File: config.mk
export PLATFORM = sky130hd
export DESIGN_NAME = tm_score_accumulator_flat
export DESIGN_NICKNAME = d
export VERILOG_FILES = /design/src/tmsa_pkg.sv /design/src/tmsa_ifs.sv /design/src/tm_score_accumulator.sv /design/src/tmsa_div.sv /design/src/flat_wrapper.sv
export VERILOG_INCLUDE_DIRS = /design/src /design/src/src
export SDC_FILE = /design/constraint.sdc
export NUM_CORES = 2
export LEC_CHECK = 0
export ABC_AREA = 1
export BUFFER_PORTS_ARGS = -buffer_cell sky130_fd_sc_hd__buf_2
export CAP_MARGIN = 25
export CORE_UTILIZATION = 58
export DETAILED_ROUTE_END_ITERATION = 8
export PLACE_DENSITY = 0.76
export SLEW_MARGIN = 20
export SYNTH_ARGS = -nofsm -noshare
export SYNTH_HDL_FRONTEND = slang
export SYNTH_SLANG_ARGS = --single-unit
File: constraint.sdc
create_clock -name clk -period 7.3 [get_ports clk]
set_input_delay 1.095 -clock clk [delete_from_list [all_inputs] [get_ports clk]]
set_output_delay 1.095 -clock clk [all_outputs]
set_load 0.05 [all_outputs]
File: src/assert_macros.svh
// Assertion helpers shared by the RTL files.
// Both expect signals named clk and rst_n in the including scope.
`ifndef ASSERT_MACROS_SVH
`define ASSERT_MACROS_SVH

// Checked only while out of reset
`define ASSERT_CLK(lbl, prop, msg) \
  lbl: assert property (@(posedge clk) disable iff (!rst_n) (prop)) \
    else $error(msg);

// Checked at every edge, reset included
`define ASSERT_RST(lbl, prop, msg) \
  lbl: assert property (@(posedge clk) (prop)) \
    else $error(msg);

`endif

File: src/tmsa_pkg.sv
package tmsa_pkg;

  // Field widths
  localparam int COORD_W = 24;
  localparam int ENTRY_W = 21;
  localparam int ROW_W   = 63;
  localparam int D0_W    = 32;
  localparam int SUM_W   = 29;
  localparam int CNT_W   = 13;

  // Datapath widths
  localparam int OP_W    = 28;              // shared multiplier operand
  localparam int PROD_W  = 2 * OP_W;        // multiplier product
  localparam int ACC_W   = 47;              // sum of three rotation products
  localparam int RND_SH  = 18;              // Q2.18 fraction bits
  localparam int RND_W   = ACC_W - RND_SH;  // rounded rotated coordinate
  localparam int POS_W   = RND_W + 1;       // after translation
  localparam int SUB_W   = POS_W + 1;       // query minus position
  localparam int DIST_W  = 56;              // sum of three squares
  localparam int DEN_W   = DIST_W + 1;      // d0^2 + dist^2
  localparam int QUO_W   = 17;              // quotient never exceeds 1.0 in Q16
  localparam int DCNT_W  = $clog2(QUO_W + 1);
  localparam int FRAC_W  = 16;

  // Configuration port
  localparam int CFG_IDX_W = 3;
  localparam logic [CFG_IDX_W-1:0] REG_ROT_ROW0   = 3'd0;
  localparam logic [CFG_IDX_W-1:0] REG_ROT_ROW1   = 3'd1;
  localparam logic [CFG_IDX_W-1:0] REG_ROT_ROW2   = 3'd2;
  localparam logic [CFG_IDX_W-1:0] REG_SHIFT_X    = 3'd3;
  localparam logic [CFG_IDX_W-1:0] REG_SHIFT_Y    = 3'd4;
  localparam logic [CFG_IDX_W-1:0] REG_SHIFT_Z    = 3'd5;
  localparam logic [CFG_IDX_W-1:0] REG_D0_SQUARED = 3'd6;

  // Constants
  localparam logic [D0_W-1:0]  D0_RESET   = 32'h0001_0000;
  localparam logic [SUM_W-1:0] SUM_LIMIT  = 29'h1000_0000;
  localparam logic [QUO_W-1:0] ONE_Q16    = 17'h1_0000;
  localparam logic [ACC_W-1:0] ROUND_BIAS = 47'h2_0000;
  localparam int               COUNT_CAP  = 8191;

  // Divider status towards the sequencer
  typedef struct packed {
    logic busy;
    logic done;
  } div_stat_t;

endpackage

File: src/tmsa_ifs.sv
// Pair input channel
interface tmsa_in_if;
  logic                                 valid;
  logic                                 ready;
  logic signed [tmsa_pkg::COORD_W-1:0] query_x;
  logic signed [tmsa_pkg::COORD_W-1:0] query_y;
  logic signed [tmsa_pkg::COORD_W-1:0] query_z;
  logic signed [tmsa_pkg::COORD_W-1:0] target_x;
  logic signed [tmsa_pkg::COORD_W-1:0] target_y;
  logic signed [tmsa_pkg::COORD_W-1:0] target_z;
  logic                                 last_pair;

  modport source (output valid, query_x, query_y, query_z,
                  target_x, target_y, target_z, last_pair, input ready);
  modport sink   (input valid, query_x, query_y, query_z,
                  target_x, target_y, target_z, last_pair, output ready);
endinterface

// Score result channel
interface tmsa_out_if;
  logic                         valid;
  logic                         ready;
  logic [tmsa_pkg::SUM_W-1:0]   score_sum;
  logic [tmsa_pkg::CNT_W-1:0]   pair_count;

  modport source (output valid, score_sum, pair_count, input ready);
  modport sink   (input valid, score_sum, pair_count, output ready);
endinterface

// Register write channel
interface tmsa_cfg_if;
  logic                             valid;
  logic                             ready;
  logic [tmsa_pkg::CFG_IDX_W-1:0]   reg_index;
  logic [tmsa_pkg::ROW_W-1:0]       wdata;

  modport source (output valid, reg_index, wdata, input ready);
  modport sink   (input valid, reg_index, wdata, output ready);
endinterface

File: src/tm_score_accumulator.sv
// Channel  Port    Dir  Payload
// -------  ------  ---  ----------------------------------------------------
// input    in_ch   in   query_x/y/z, target_x/y/z (s24), last_pair
// result   out_ch  out  score_sum (Q16, 29b), pair_count (13b)
// config   cfg_ch  in   reg_index (3b), wdata (63b); always ready
//
// A counted pair runs on the shared 28x28 multiplier (nine rotation
// products, three squares), then through set-up and the serial divider that
// yields one quotient bit per cycle, then a commit and a return to idle.
// A pair past the count limit goes straight to commit. rst_n is synchronous.
// A finished result waits in the output register while the next pair runs; a
// last pair stalls in its commit cycle only while that register is still full.
`include "assert_macros.svh"

module tm_score_accumulator #(
  parameter int MAX_PAIRS = 4096
) (
  input  logic         clk,
  input  logic         rst_n,
  tmsa_cfg_if.sink     cfg_ch,
  tmsa_in_if.sink      in_ch,
  tmsa_out_if.source   out_ch
);

  localparam int COORD_W = tmsa_pkg::COORD_W;
  localparam int ENTRY_W = tmsa_pkg::ENTRY_W;
  localparam int ROW_W   = tmsa_pkg::ROW_W;
  localparam int D0_W    = tmsa_pkg::D0_W;
  localparam int SUM_W   = tmsa_pkg::SUM_W;
  localparam int CNT_W   = tmsa_pkg::CNT_W;
  localparam int OP_W    = tmsa_pkg::OP_W;
  localparam int PROD_W  = tmsa_pkg::PROD_W;
  localparam int ACC_W   = tmsa_pkg::ACC_W;
  localparam int RND_SH  = tmsa_pkg::RND_SH;
  localparam int RND_W   = tmsa_pkg::RND_W;
  localparam int POS_W   = tmsa_pkg::POS_W;
  localparam int SUB_W   = tmsa_pkg::SUB_W;
  localparam int DIST_W  = tmsa_pkg::DIST_W;
  localparam int DEN_W   = tmsa_pkg::DEN_W;
  localparam int QUO_W   = tmsa_pkg::QUO_W;
  localparam int FRAC_W  = tmsa_pkg::FRAC_W;

  localparam int LIMIT_I = (MAX_PAIRS < tmsa_pkg::COUNT_CAP) ? MAX_PAIRS
                                                              : tmsa_pkg::COUNT_CAP;
  localparam logic [CNT_W-1:0] PAIR_LIMIT = CNT_W'(LIMIT_I);

  // Sequencer states
  localparam logic [2:0] S_IDLE = 3'd0;
  localparam logic [2:0] S_MUL  = 3'd1;
  localparam logic [2:0] S_DSET = 3'd2;
  localparam logic [2:0] S_DGO  = 3'd3;
  localparam logic [2:0] S_DIV  = 3'd4;
  localparam logic [2:0] S_FIN  = 3'd5;

  // Micro-steps per axis
  localparam logic [2:0] MS_M0   = 3'd0;  // multiply x entry
  localparam logic [2:0] MS_M1   = 3'd1;  // multiply y entry, start sum
  localparam logic [2:0] MS_M2   = 3'd2;  // multiply z entry, accumulate
  localparam logic [2:0] MS_ACC  = 3'd3;  // accumulate last product
  localparam logic [2:0] MS_DIFF = 3'd4;  // round, translate, subtract
  localparam logic [2:0] MS_SQ   = 3'd5;  // square the difference
  localparam logic [2:0] MS_DIST = 3'd6;  // add square to distance

  localparam logic [1:0] AX_LAST = 2'd2;

  // Configuration registers
  logic [ROW_W-1:0]          rot_r [3];
  logic signed [COORD_W-1:0] shift_r [3];
  logic [D0_W-1:0]           d0_r;

  // Latched transaction
  logic signed [COORD_W-1:0] q_r [3];
  logic signed [COORD_W-1:0] t_r [3];
  logic                      last_r;
  logic                      add_r;

  // Sequencer and datapath
  logic [2:0]                state_r, state_nxt;
  logic [2:0]                ms_r, ms_nxt;
  logic [1:0]                ax_r, ax_nxt;
  logic signed [OP_W-1:0]    mul_a, mul_b;
  logic signed [PROD_W-1:0]  mul_prod;
  logic signed [PROD_W-1:0]  prod_r;
  logic signed [ACC_W-1:0]   acc_r;
  logic signed [OP_W-1:0]    diff_r;
  logic [DIST_W-1:0]         dist_r;
  logic [DEN_W-1:0]          den_r;
  logic [QUO_W-1:0]          term_r;
  logic [ROW_W-1:0]          rot_sel;
  logic signed [RND_W-1:0]   rnd;
  logic signed [POS_W-1:0]   pos;
  logic signed [SUB_W-1:0]   diff_full;
  logic [D0_W-1:0]           d0_eff;
  logic [DEN_W-1:0]          div_num;
  logic                      div_start;
  logic [QUO_W-1:0]          div_quo;
  tmsa_pkg::div_stat_t       div_stat;

  // Running totals and result register
  logic [SUM_W-1:0]          running_r;
  logic [CNT_W-1:0]          pairs_r;
  logic [SUM_W:0]            sum_wide;
  logic [SUM_W-1:0]          sum_upd;
  logic [CNT_W-1:0]          cnt_upd;
  logic                      out_valid_r, out_valid_nxt;
  logic [SUM_W-1:0]          out_sum_r;
  logic [CNT_W-1:0]          out_cnt_r;
  logic                      in_acc;
  logic                      commit;
  logic                      load_out;

  assign cfg_ch.ready = 1'b1;
  assign in_ch.ready  = (state_r == S_IDLE);
  assign in_acc       = in_ch.valid && (state_r == S_IDLE);

  // Configuration writes
  always_ff @(posedge clk) begin
    if (!rst_n) begin
      rot_r[0]   <= '0;
      rot_r[1]   <= '0;
      rot_r[2]   <= '0;
      shift_r[0] <= '0;
      shift_r[1] <= '0;
      shift_r[2] <= '0;
      d0_r       <= tmsa_pkg::D0_RESET;
    end else if (cfg_ch.valid) begin
      unique case (cfg_ch.reg_index)
        tmsa_pkg::REG_ROT_ROW0:   rot_r[0]   <= cfg_ch.wdata;
        tmsa_pkg::REG_ROT_ROW1:   rot_r[1]   <= cfg_ch.wdata;
        tmsa_pkg::REG_ROT_ROW2:   rot_r[2]   <= cfg_ch.wdata;
        tmsa_pkg::REG_SHIFT_X:    shift_r[0] <= cfg_ch.wdata[COORD_W-1:0];
        tmsa_pkg::REG_SHIFT_Y:    shift_r[1] <= cfg_ch.wdata[COORD_W-1:0];
        tmsa_pkg::REG_SHIFT_Z:    shift_r[2] <= cfg_ch.wdata[COORD_W-1:0];
        tmsa_pkg::REG_D0_SQUARED: d0_r       <= cfg_ch.wdata[D0_W-1:0];
        default: ;
      endcase
    end
  end

  // Shared multiplier operand select
  always_comb begin
    rot_sel = rot_r[ax_r];
    case (ms_r)
      MS_M0: begin
        mul_a = OP_W'(signed'(rot_sel[0 +: ENTRY_W]));
        mul_b = OP_W'(t_r[0]);
      end
      MS_M1: begin
        mul_a = OP_W'(signed'(rot_sel[ENTRY_W +: ENTRY_W]));
        mul_b = OP_W'(t_r[1]);
      end
      MS_M2: begin
        mul_a = OP_W'(signed'(rot_sel[2*ENTRY_W +: ENTRY_W]));
        mul_b = OP_W'(t_r[2]);
      end
      default: begin
        mul_a = diff_r;
        mul_b = diff_r;
      end
    endcase
    mul_prod = mul_a * mul_b;
  end

  // Round half up to 1/256 A, translate, take the difference to the query
  always_comb begin
    rnd       = acc_r[ACC_W-1:RND_SH];
    pos       = POS_W'(rnd) + POS_W'(shift_r[ax_r]);
    diff_full = SUB_W'(q_r[ax_r]) - SUB_W'(pos);
  end

  // Divider operands; a zero scale counts as one
  always_comb begin
    d0_eff    = (d0_r == '0) ? D0_W'(1) : d0_r;
    div_num   = DEN_W'({d0_eff, {FRAC_W{1'b0}}}) + (den_r >> 1);
    div_start = (state_r == S_DGO);
  end

  tmsa_div u_div (
    .clk   (clk),
    .rst_n (rst_n),
    .start (div_start),
    .num   (div_num),
    .den   (den_r),
    .quo   (div_quo),
    .stat  (div_stat)
  );

  // Totals after this pair, saturating sum
  always_comb begin
    sum_wide = {1'b0, running_r} + (SUM_W + 1)'(term_r);
    if (!add_r) begin
      sum_upd = running_r;
      cnt_upd = pairs_r;
    end else begin
      sum_upd = (sum_wide > (SUM_W + 1)'(tmsa_pkg::SUM_LIMIT)) ? tmsa_pkg::SUM_LIMIT
                                                               : sum_wide[SUM_W-1:0];
      cnt_upd = pairs_r + 1'b1;
    end
    commit   = (state_r == S_FIN) && (!last_r || !out_valid_r || out_ch.ready);
    load_out = commit && last_r;
  end

  // Sequencer
  always_comb begin
    state_nxt = state_r;
    ms_nxt    = ms_r;
    ax_nxt    = ax_r;
    unique case (state_r)
      S_IDLE: begin
        if (in_acc) begin
          ms_nxt    = MS_M0;
          ax_nxt    = '0;
          state_nxt = (pairs_r < PAIR_LIMIT) ? S_MUL : S_FIN;
        end
      end
      S_MUL: begin
        if (ms_r == MS_DIST) begin
          ms_nxt = MS_M0;
          if (ax_r == AX_LAST) begin
            state_nxt = S_DSET;
          end else begin
            ax_nxt = ax_r + 1'b1;
          end
        end else begin
          ms_nxt = ms_r + 1'b1;
        end
      end
      S_DSET: state_nxt = S_DGO;
      S_DGO:  state_nxt = S_DIV;
      S_DIV: begin
        if (div_stat.done) begin
          state_nxt = S_FIN;
        end
      end
      S_FIN: begin
        if (commit) begin
          state_nxt = S_IDLE;
        end
      end
      default: state_nxt = S_IDLE;
    endcase
  end

  always_comb begin
    out_valid_nxt = out_valid_r;
    if (load_out) begin
      out_valid_nxt = 1'b1;
    end else if (out_ch.ready) begin
      out_valid_nxt = 1'b0;
    end
  end

  // Control registers
  always_ff @(posedge clk) begin
    if (!rst_n) begin
      state_r     <= S_IDLE;
      ms_r        <= MS_M0;
      ax_r        <= '0;
      out_valid_r <= 1'b0;
      running_r   <= '0;
      pairs_r     <= '0;
    end else begin
      state_r     <= state_nxt;
      ms_r        <= ms_nxt;
      ax_r        <= ax_nxt;
      out_valid_r <= out_valid_nxt;
      if (commit) begin
        running_r <= last_r ? '0 : sum_upd;
        pairs_r   <= last_r ? '0 : cnt_upd;
      end
    end
  end

  // Datapath registers
  always_ff @(posedge clk) begin
    if (in_acc) begin
      q_r[0] <= in_ch.query_x;
      q_r[1] <= in_ch.query_y;
      q_r[2] <= in_ch.query_z;
      t_r[0] <= in_ch.target_x;
      t_r[1] <= in_ch.target_y;
      t_r[2] <= in_ch.target_z;
      last_r <= in_ch.last_pair;
      add_r  <= (pairs_r < PAIR_LIMIT);
      dist_r <= '0;
    end
    prod_r <= mul_prod;
    if (state_r == S_MUL) begin
      case (ms_r)
        MS_M1:   acc_r  <= ACC_W'(prod_r) + tmsa_pkg::ROUND_BIAS;
        MS_M2:   acc_r  <= acc_r + ACC_W'(prod_r);
        MS_ACC:  acc_r  <= acc_r + ACC_W'(prod_r);
        MS_DIFF: diff_r <= OP_W'(diff_full);
        MS_DIST: dist_r <= dist_r + DIST_W'(unsigned'(prod_r));
        default: ;
      endcase
    end
    if (state_r == S_DSET) begin
      den_r <= DEN_W'(d0_eff) + DEN_W'(dist_r);
    end
    if ((state_r == S_DIV) && div_stat.done) begin
      term_r <= (div_quo > tmsa_pkg::ONE_Q16) ? tmsa_pkg::ONE_Q16 : div_quo;
    end
    if (load_out) begin
      out_sum_r <= sum_upd;
      out_cnt_r <= cnt_upd;
    end
  end

  assign out_ch.valid      = out_valid_r;
  assign out_ch.score_sum  = out_sum_r;
  assign out_ch.pair_count = out_cnt_r;

  `ASSERT_CLK(a_sum_capped, running_r <= tmsa_pkg::SUM_LIMIT, "running sum above limit")
  `ASSERT_CLK(a_pairs_capped, pairs_r <= PAIR_LIMIT, "pair count above limit")
  `ASSERT_CLK(a_out_drains, out_ch.valid && out_ch.ready && !load_out |=> !out_ch.valid, "result not retired")
  `ASSERT_CLK(a_div_only_in_div, div_stat.busy |-> (state_r == S_DIV), "divider busy outside divide phase")
  `ASSERT_RST(a_reset_quiet, !rst_n |=> !out_ch.valid && (state_r == S_IDLE), "not idle after reset")

endmodule

File: src/tmsa_div.sv
`include "assert_macros.svh"

// Restoring divider, one quotient bit per cycle.
// The caller guarantees num < den * 2^QUO_W, so the quotient fits QUO_W bits.
module tmsa_div (
  input  logic                          clk,
  input  logic                          rst_n,
  input  logic                          start,
  input  logic [tmsa_pkg::DEN_W-1:0]    num,
  input  logic [tmsa_pkg::DEN_W-1:0]    den,
  output logic [tmsa_pkg::QUO_W-1:0]    quo,
  output tmsa_pkg::div_stat_t           stat
);

  localparam int DEN_W  = tmsa_pkg::DEN_W;
  localparam int QUO_W  = tmsa_pkg::QUO_W;
  localparam int DCNT_W = tmsa_pkg::DCNT_W;

  logic [DEN_W-1:0]  rem_r;
  logic [DEN_W-1:0]  den_r;
  logic [QUO_W-1:0]  nb_r;
  logic [QUO_W-1:0]  quo_r;
  logic [DCNT_W-1:0] cnt_r;
  logic              busy_r;
  logic              done_r;

  logic [DEN_W:0]    trial;
  logic [DEN_W:0]    diff;
  logic              ge;

  // Trial subtract with the next numerator bit brought down
  always_comb begin
    trial = {rem_r, nb_r[QUO_W-1]};
    diff  = trial - {1'b0, den_r};
    ge    = (trial >= {1'b0, den_r});
  end

  // Control
  always_ff @(posedge clk) begin
    if (!rst_n) begin
      busy_r <= 1'b0;
      done_r <= 1'b0;
      cnt_r  <= '0;
    end else begin
      done_r <= 1'b0;
      if (start) begin
        busy_r <= 1'b1;
        cnt_r  <= DCNT_W'(QUO_W);
      end else if (busy_r) begin
        cnt_r <= cnt_r - 1'b1;
        if (cnt_r == DCNT_W'(1)) begin
          busy_r <= 1'b0;
          done_r <= 1'b1;
        end
      end
    end
  end

  // Datapath
  always_ff @(posedge clk) begin
    if (start) begin
      rem_r <= DEN_W'(num >> QUO_W);
      nb_r  <= num[QUO_W-1:0];
      den_r <= den;
      quo_r <= '0;
    end else if (busy_r) begin
      rem_r <= ge ? diff[DEN_W-1:0] : trial[DEN_W-1:0];
      nb_r  <= {nb_r[QUO_W-2:0], 1'b0};
      quo_r <= {quo_r[QUO_W-2:0], ge};
    end
  end

  assign quo       = quo_r;
  assign stat.busy = busy_r;
  assign stat.done = done_r;

  `ASSERT_CLK(a_div_done_after_busy, done_r |-> $past(busy_r), "divider done without a run")
  `ASSERT_CLK(a_div_no_restart, start |-> !busy_r, "divider started while busy")
  `ASSERT_CLK(a_div_rem_below_den, busy_r |-> (rem_r < den_r), "divider remainder out of range")

endmodule

File: src/flat_wrapper.sv
// flat-port wrapper written by rule: the top's interface ports become plain ports
module tm_score_accumulator_flat 
#(
  parameter int MAX_PAIRS = 4096
)
  (clk, rst_n, cfg_ch_valid, cfg_ch_reg_index, cfg_ch_wdata, cfg_ch_ready, in_ch_valid, in_ch_query_x, in_ch_query_y, in_ch_query_z, in_ch_target_x, in_ch_target_y, in_ch_target_z, in_ch_last_pair, in_ch_ready, out_ch_valid, out_ch_score_sum, out_ch_pair_count, out_ch_ready);
  tmsa_cfg_if cfg_ch_i ();
  tmsa_in_if in_ch_i ();
  tmsa_out_if out_ch_i ();
  input  logic clk;
  input  logic rst_n;
  input wire logic [$bits(cfg_ch_i.valid)-1:0] cfg_ch_valid;
  input wire logic [$bits(cfg_ch_i.reg_index)-1:0] cfg_ch_reg_index;
  input wire logic [$bits(cfg_ch_i.wdata)-1:0] cfg_ch_wdata;
  output wire logic [$bits(cfg_ch_i.ready)-1:0] cfg_ch_ready;
  input wire logic [$bits(in_ch_i.valid)-1:0] in_ch_valid;
  input wire logic [$bits(in_ch_i.query_x)-1:0] in_ch_query_x;
  input wire logic [$bits(in_ch_i.query_y)-1:0] in_ch_query_y;
  input wire logic [$bits(in_ch_i.query_z)-1:0] in_ch_query_z;
  input wire logic [$bits(in_ch_i.target_x)-1:0] in_ch_target_x;
  input wire logic [$bits(in_ch_i.target_y)-1:0] in_ch_target_y;
  input wire logic [$bits(in_ch_i.target_z)-1:0] in_ch_target_z;
  input wire logic [$bits(in_ch_i.last_pair)-1:0] in_ch_last_pair;
  output wire logic [$bits(in_ch_i.ready)-1:0] in_ch_ready;
  output wire logic [$bits(out_ch_i.valid)-1:0] out_ch_valid;
  output wire logic [$bits(out_ch_i.score_sum)-1:0] out_ch_score_sum;
  output wire logic [$bits(out_ch_i.pair_count)-1:0] out_ch_pair_count;
  input wire logic [$bits(out_ch_i.ready)-1:0] out_ch_ready;
  assign cfg_ch_i.valid = cfg_ch_valid;
  assign cfg_ch_i.reg_index = cfg_ch_reg_index;
  assign cfg_ch_i.wdata = cfg_ch_wdata;
  assign cfg_ch_ready = cfg_ch_i.ready;
  assign in_ch_i.valid = in_ch_valid;
  assign in_ch_i.query_x = in_ch_query_x;
  assign in_ch_i.query_y = in_ch_query_y;
  assign in_ch_i.query_z = in_ch_query_z;
  assign in_ch_i.target_x = in_ch_target_x;
  assign in_ch_i.target_y = in_ch_target_y;
  assign in_ch_i.target_z = in_ch_target_z;
  assign in_ch_i.last_pair = in_ch_last_pair;
  assign in_ch_ready = in_ch_i.ready;
  assign out_ch_valid = out_ch_i.valid;
  assign out_ch_score_sum = out_ch_i.score_sum;
  assign out_ch_pair_count = out_ch_i.pair_count;
  assign out_ch_i.ready = out_ch_ready;
  tm_score_accumulator #(.MAX_PAIRS(MAX_PAIRS)) u_core (.clk(clk), .rst_n(rst_n), .cfg_ch(cfg_ch_i), .in_ch(in_ch_i), .out_ch(out_ch_i));
endmodule
==> results.md <==
* Post-synth top cells: 1,858 x nand2_1, 1,592 x inv_1, 1,115 x nor2_1
* Multi-input gate area at 51,600 um2
* Total of max-cap violations at 0
* Crit path top cell by count: fa_1
* Register area at 26,100 um2
* Min cycle time layout at 8.03 ns
* Final worst setup slack at -0.733 ns
* Buffers added on ports at 259
* Antenna violations before repair at 8
* Total Routed Length at 301 mm
* Placed cells at 12,100
* CP max stage delay at 0.60 ns
* Num rows at 137
* Yosys top cell by area: edfxtp_1
* Synth top area cells: edfxtp_1 26%, fa_1 21%, nand2_1 8.5%, inv_1 7.3%, ha_1 6.9%
* Die span in y at 379 um
* FILL cells at 10,800
* Synth cell types at 66
* Grt total ovfl at 0
* Share of the synthesized area in the top cell type at 25.9%
* Period utilization at 110%
* Tightest Pin Transition at 1.09 ns
* Busiest grt layer: met2
* Die area at 143,000 um2
* Primary FF master, synth: edfxtp_1
* Worst Path Class, Setup: reg2reg
* Final setup fails at 39
* Syn_nets at 11,100
* Slew HR at 26.5%
* Vias in the first global route at 73,300
* Num CTS Buffers at 99
* Post-route antenna net violation count at 0
* Chip width at 379 um
* Status: finished, violations left
* Worst path required time at 7.91 ns
* Synth warn at 0
* Cells after Synth at 9,602
* Avg WL per Cell at 24.2 um
* Max Root-Sink Buffers at 3
* Asr flop ratio synth at 0%
* Initial core utilization at 58.7%
* Met2 global-route usage at 67.0%
* Root Buffer: clkbuf_16
* GR Layer Usage met1 at 50.7%
* Final Hold Fails at 0
* Worst-Skew Late Latency at 0.77 ns
* Clock skew at 0.0596 ns
* CTS tree: done
* Crit path max fanout at 13
* Fmax at 0.124 GHz
* CP Data Arrival Time at 8.65 ns
* Failing checks: negative setup slack
* Clock slew seen by the registers of the worst setup and hold paths at 0.07 ns
* CORE AREA at 140,000 um2
* Final Max Slew Viols at 0
* Synth Area per Inst at 8.57 um2
* Post-route cell area at 98,800 um2
* Pre-antenna DRT Iters at 9
* RSZ-0062 raised after global routing: true
* DRC Markers at 0
* Dpl ws at -0.916 ns
* Top-count cell post-synth: nand2_1
* Fraction of layout cells with a size suffix above 1 at 18.3%
* Vias at 72,800
* Element type at the critical path start: register
* Slowest-stage cell, CP: fa_1
* Placed Area at 90,900 um2
* Mapped cell area at 82,300 um2
* Global-route wire length before repair at 440 mm
* Tot GR Track Use at 41.5%
* GR Util met3 at 9.88%
* Final Non-Filler Cells at 12,400
* Sequential area share after synthesis at 31.7%
* Worst Hold Class: reg2reg
* Placer Congestion at 1.07
* # IOs at 261
* Htree depth at 3
* TNS Setup at -19.90 ns
* EDFF count, synth at 711
* DP Wirelength at 235 mm
* Layout overhead on the synthesized area at 20.0%
* Number of DRC markers in iteration 0 at 7,501
* Clock Sinks at 949
* Flop and latch count out of synthesis at 949
* Pin count of the biggest net entering global routing at 149
* CP endpoint kind: register
* Routed vias/inst at 5.86
* Fin nets at 12,000
## registers in the layout (all words and copies together), names as in the netlist, 2 cells and up, named ones only
register and count:
u_core.term_r 17, u_core.ms_r 3, u_core.d0_r 32, u_core.rot_r 189, u_core.running_r 29, u_core.ax_r 2
u_core.out_ch.pair_count 13, u_core.t_r 72, u_core.u_div.den_r 57, u_core.pairs_r 13, u_core.u_div.nb_r 17, u_core.dist_r 56
u_core.u_div.cnt_r 5, u_core.diff_r 28, u_core.state_r 3, u_core.q_r 72, u_core.shift_r 72, u_core.den_r 57
u_core.u_div.quo 17, u_core.out_ch.score_sum 29, u_core.prod_r 56, u_core.acc_r 46, u_core.u_div.rem_r 57
## cell families after synthesis
| logic type | Yosys count | synth area share, % |
|---|---|---|
| AOI/OAI and AO/OA | 1551 | 10.7 |
| and+or+nand+nor | 3568 | 17.8 |
| buffers and inverters | 1936 | 8.98 |
| other | 1 | 0.00456 |
| DFF | 949 | 31.7 |
| adders and majority gates | 1312 | 27.8 |
| xor gates and xnor gates | 285 | 3.03 |
## critical path, delay by kind of cell, from the launching register on
family / cells / cell delay (ns)
AO/OA/AOI/OAI: 10 / 1.63
XOR/XNOR: 1 / 0.16
adder cells (fa/ha/maj): 9 / 4.19
buffers and inverters: 9 / 1.22
flip-flops: 1 / 0.39
AND/OR/NAND/NOR: 3 / 0.24
## final cells by class
type	count	share of cell area, %
Sequential cell	949	26.5
Antenna cell	4	0.0101
Timing Repair inverter	1	0.00760
Tap cell	1876	2.38
Multi-Input combinational cell	6717	52.2
Timing Repair Buffer	1069	9.15
Clock buffer	122	2.67
Inverter	1623	6.29
Clock inverter	66	0.840
## placed cells by master, fill, tap and decap left out, drive strengths merged, types with 14 or more instances in the layout
cell / instances
nand2: 1913
inv: 1597
nor2: 1136
buf: 1062
fa: 857
edfxtp: 711
a21oi: 708
o21ai: 461
ha: 455
nand3: 302
dfxtp: 238
xor2: 167
clkbuf: 128
xnor2: 118
a31oi: 86
nor3: 76
o211ai: 66
clkinv: 56
nand4: 54
o21bai: 44
o21a: 33
nor4: 33
a21o: 30
clkinvlp: 24
or2: 22
a21boi: 22
nand3b: 20
a22oi: 19
o2111ai: 18
a221oi: 14
## stage by stage
step                hold slack (ns)  util (%)
detailed placement            0.405      64.8
finish                        0.419      70.4
floorplan                     0.400         -
CTS                           0.418      69.1
global placement              0.402      64.8
global route                  0.422      70.4
## layer usage
| layer | wire (um) | part of all wire, % | vias to the layer above |
|---|---|---|---|
| met5 | 96 | 0.032 | - |
| met4 | 21900 | 7.3 | 10 |
| met3 | 29900 | 10 | 1010 |
| met2 | 138000 | 46 | 3913 |
| met1 | 111000 | 37 | 35300 |
| li1 | - | - | 32600 |
## worst paths after layout
check	startpoint	end	slack (ns)	cells past startpoint
max	register	u_core.prod_r[52]$_DFF_P_	-0.73	32
min	u_core.den_r[0]$_DFFE_PP_	u_core.u_div.den_r[0]$_DFFE_PP_	0.42	0
max reg2reg	register	u_core.prod_r[52]$_DFF_P_	-0.73	32
min reg2reg	u_core.den_r[0]$_DFFE_PP_	u_core.u_div.den_r[0]$_DFFE_PP_	0.42	0
## what timing repair did
item	CTS	global route
resized for setup	380	280
gates cloned	7	6
hold buffers	0	0
buffers inserted	77	61
pin swaps	89	140
setup endpoints to repair	41	42
Power is left out: the tool's default activity adds up to more than one toggle a clock period on the data nets, which glitch-free logic cannot reach.
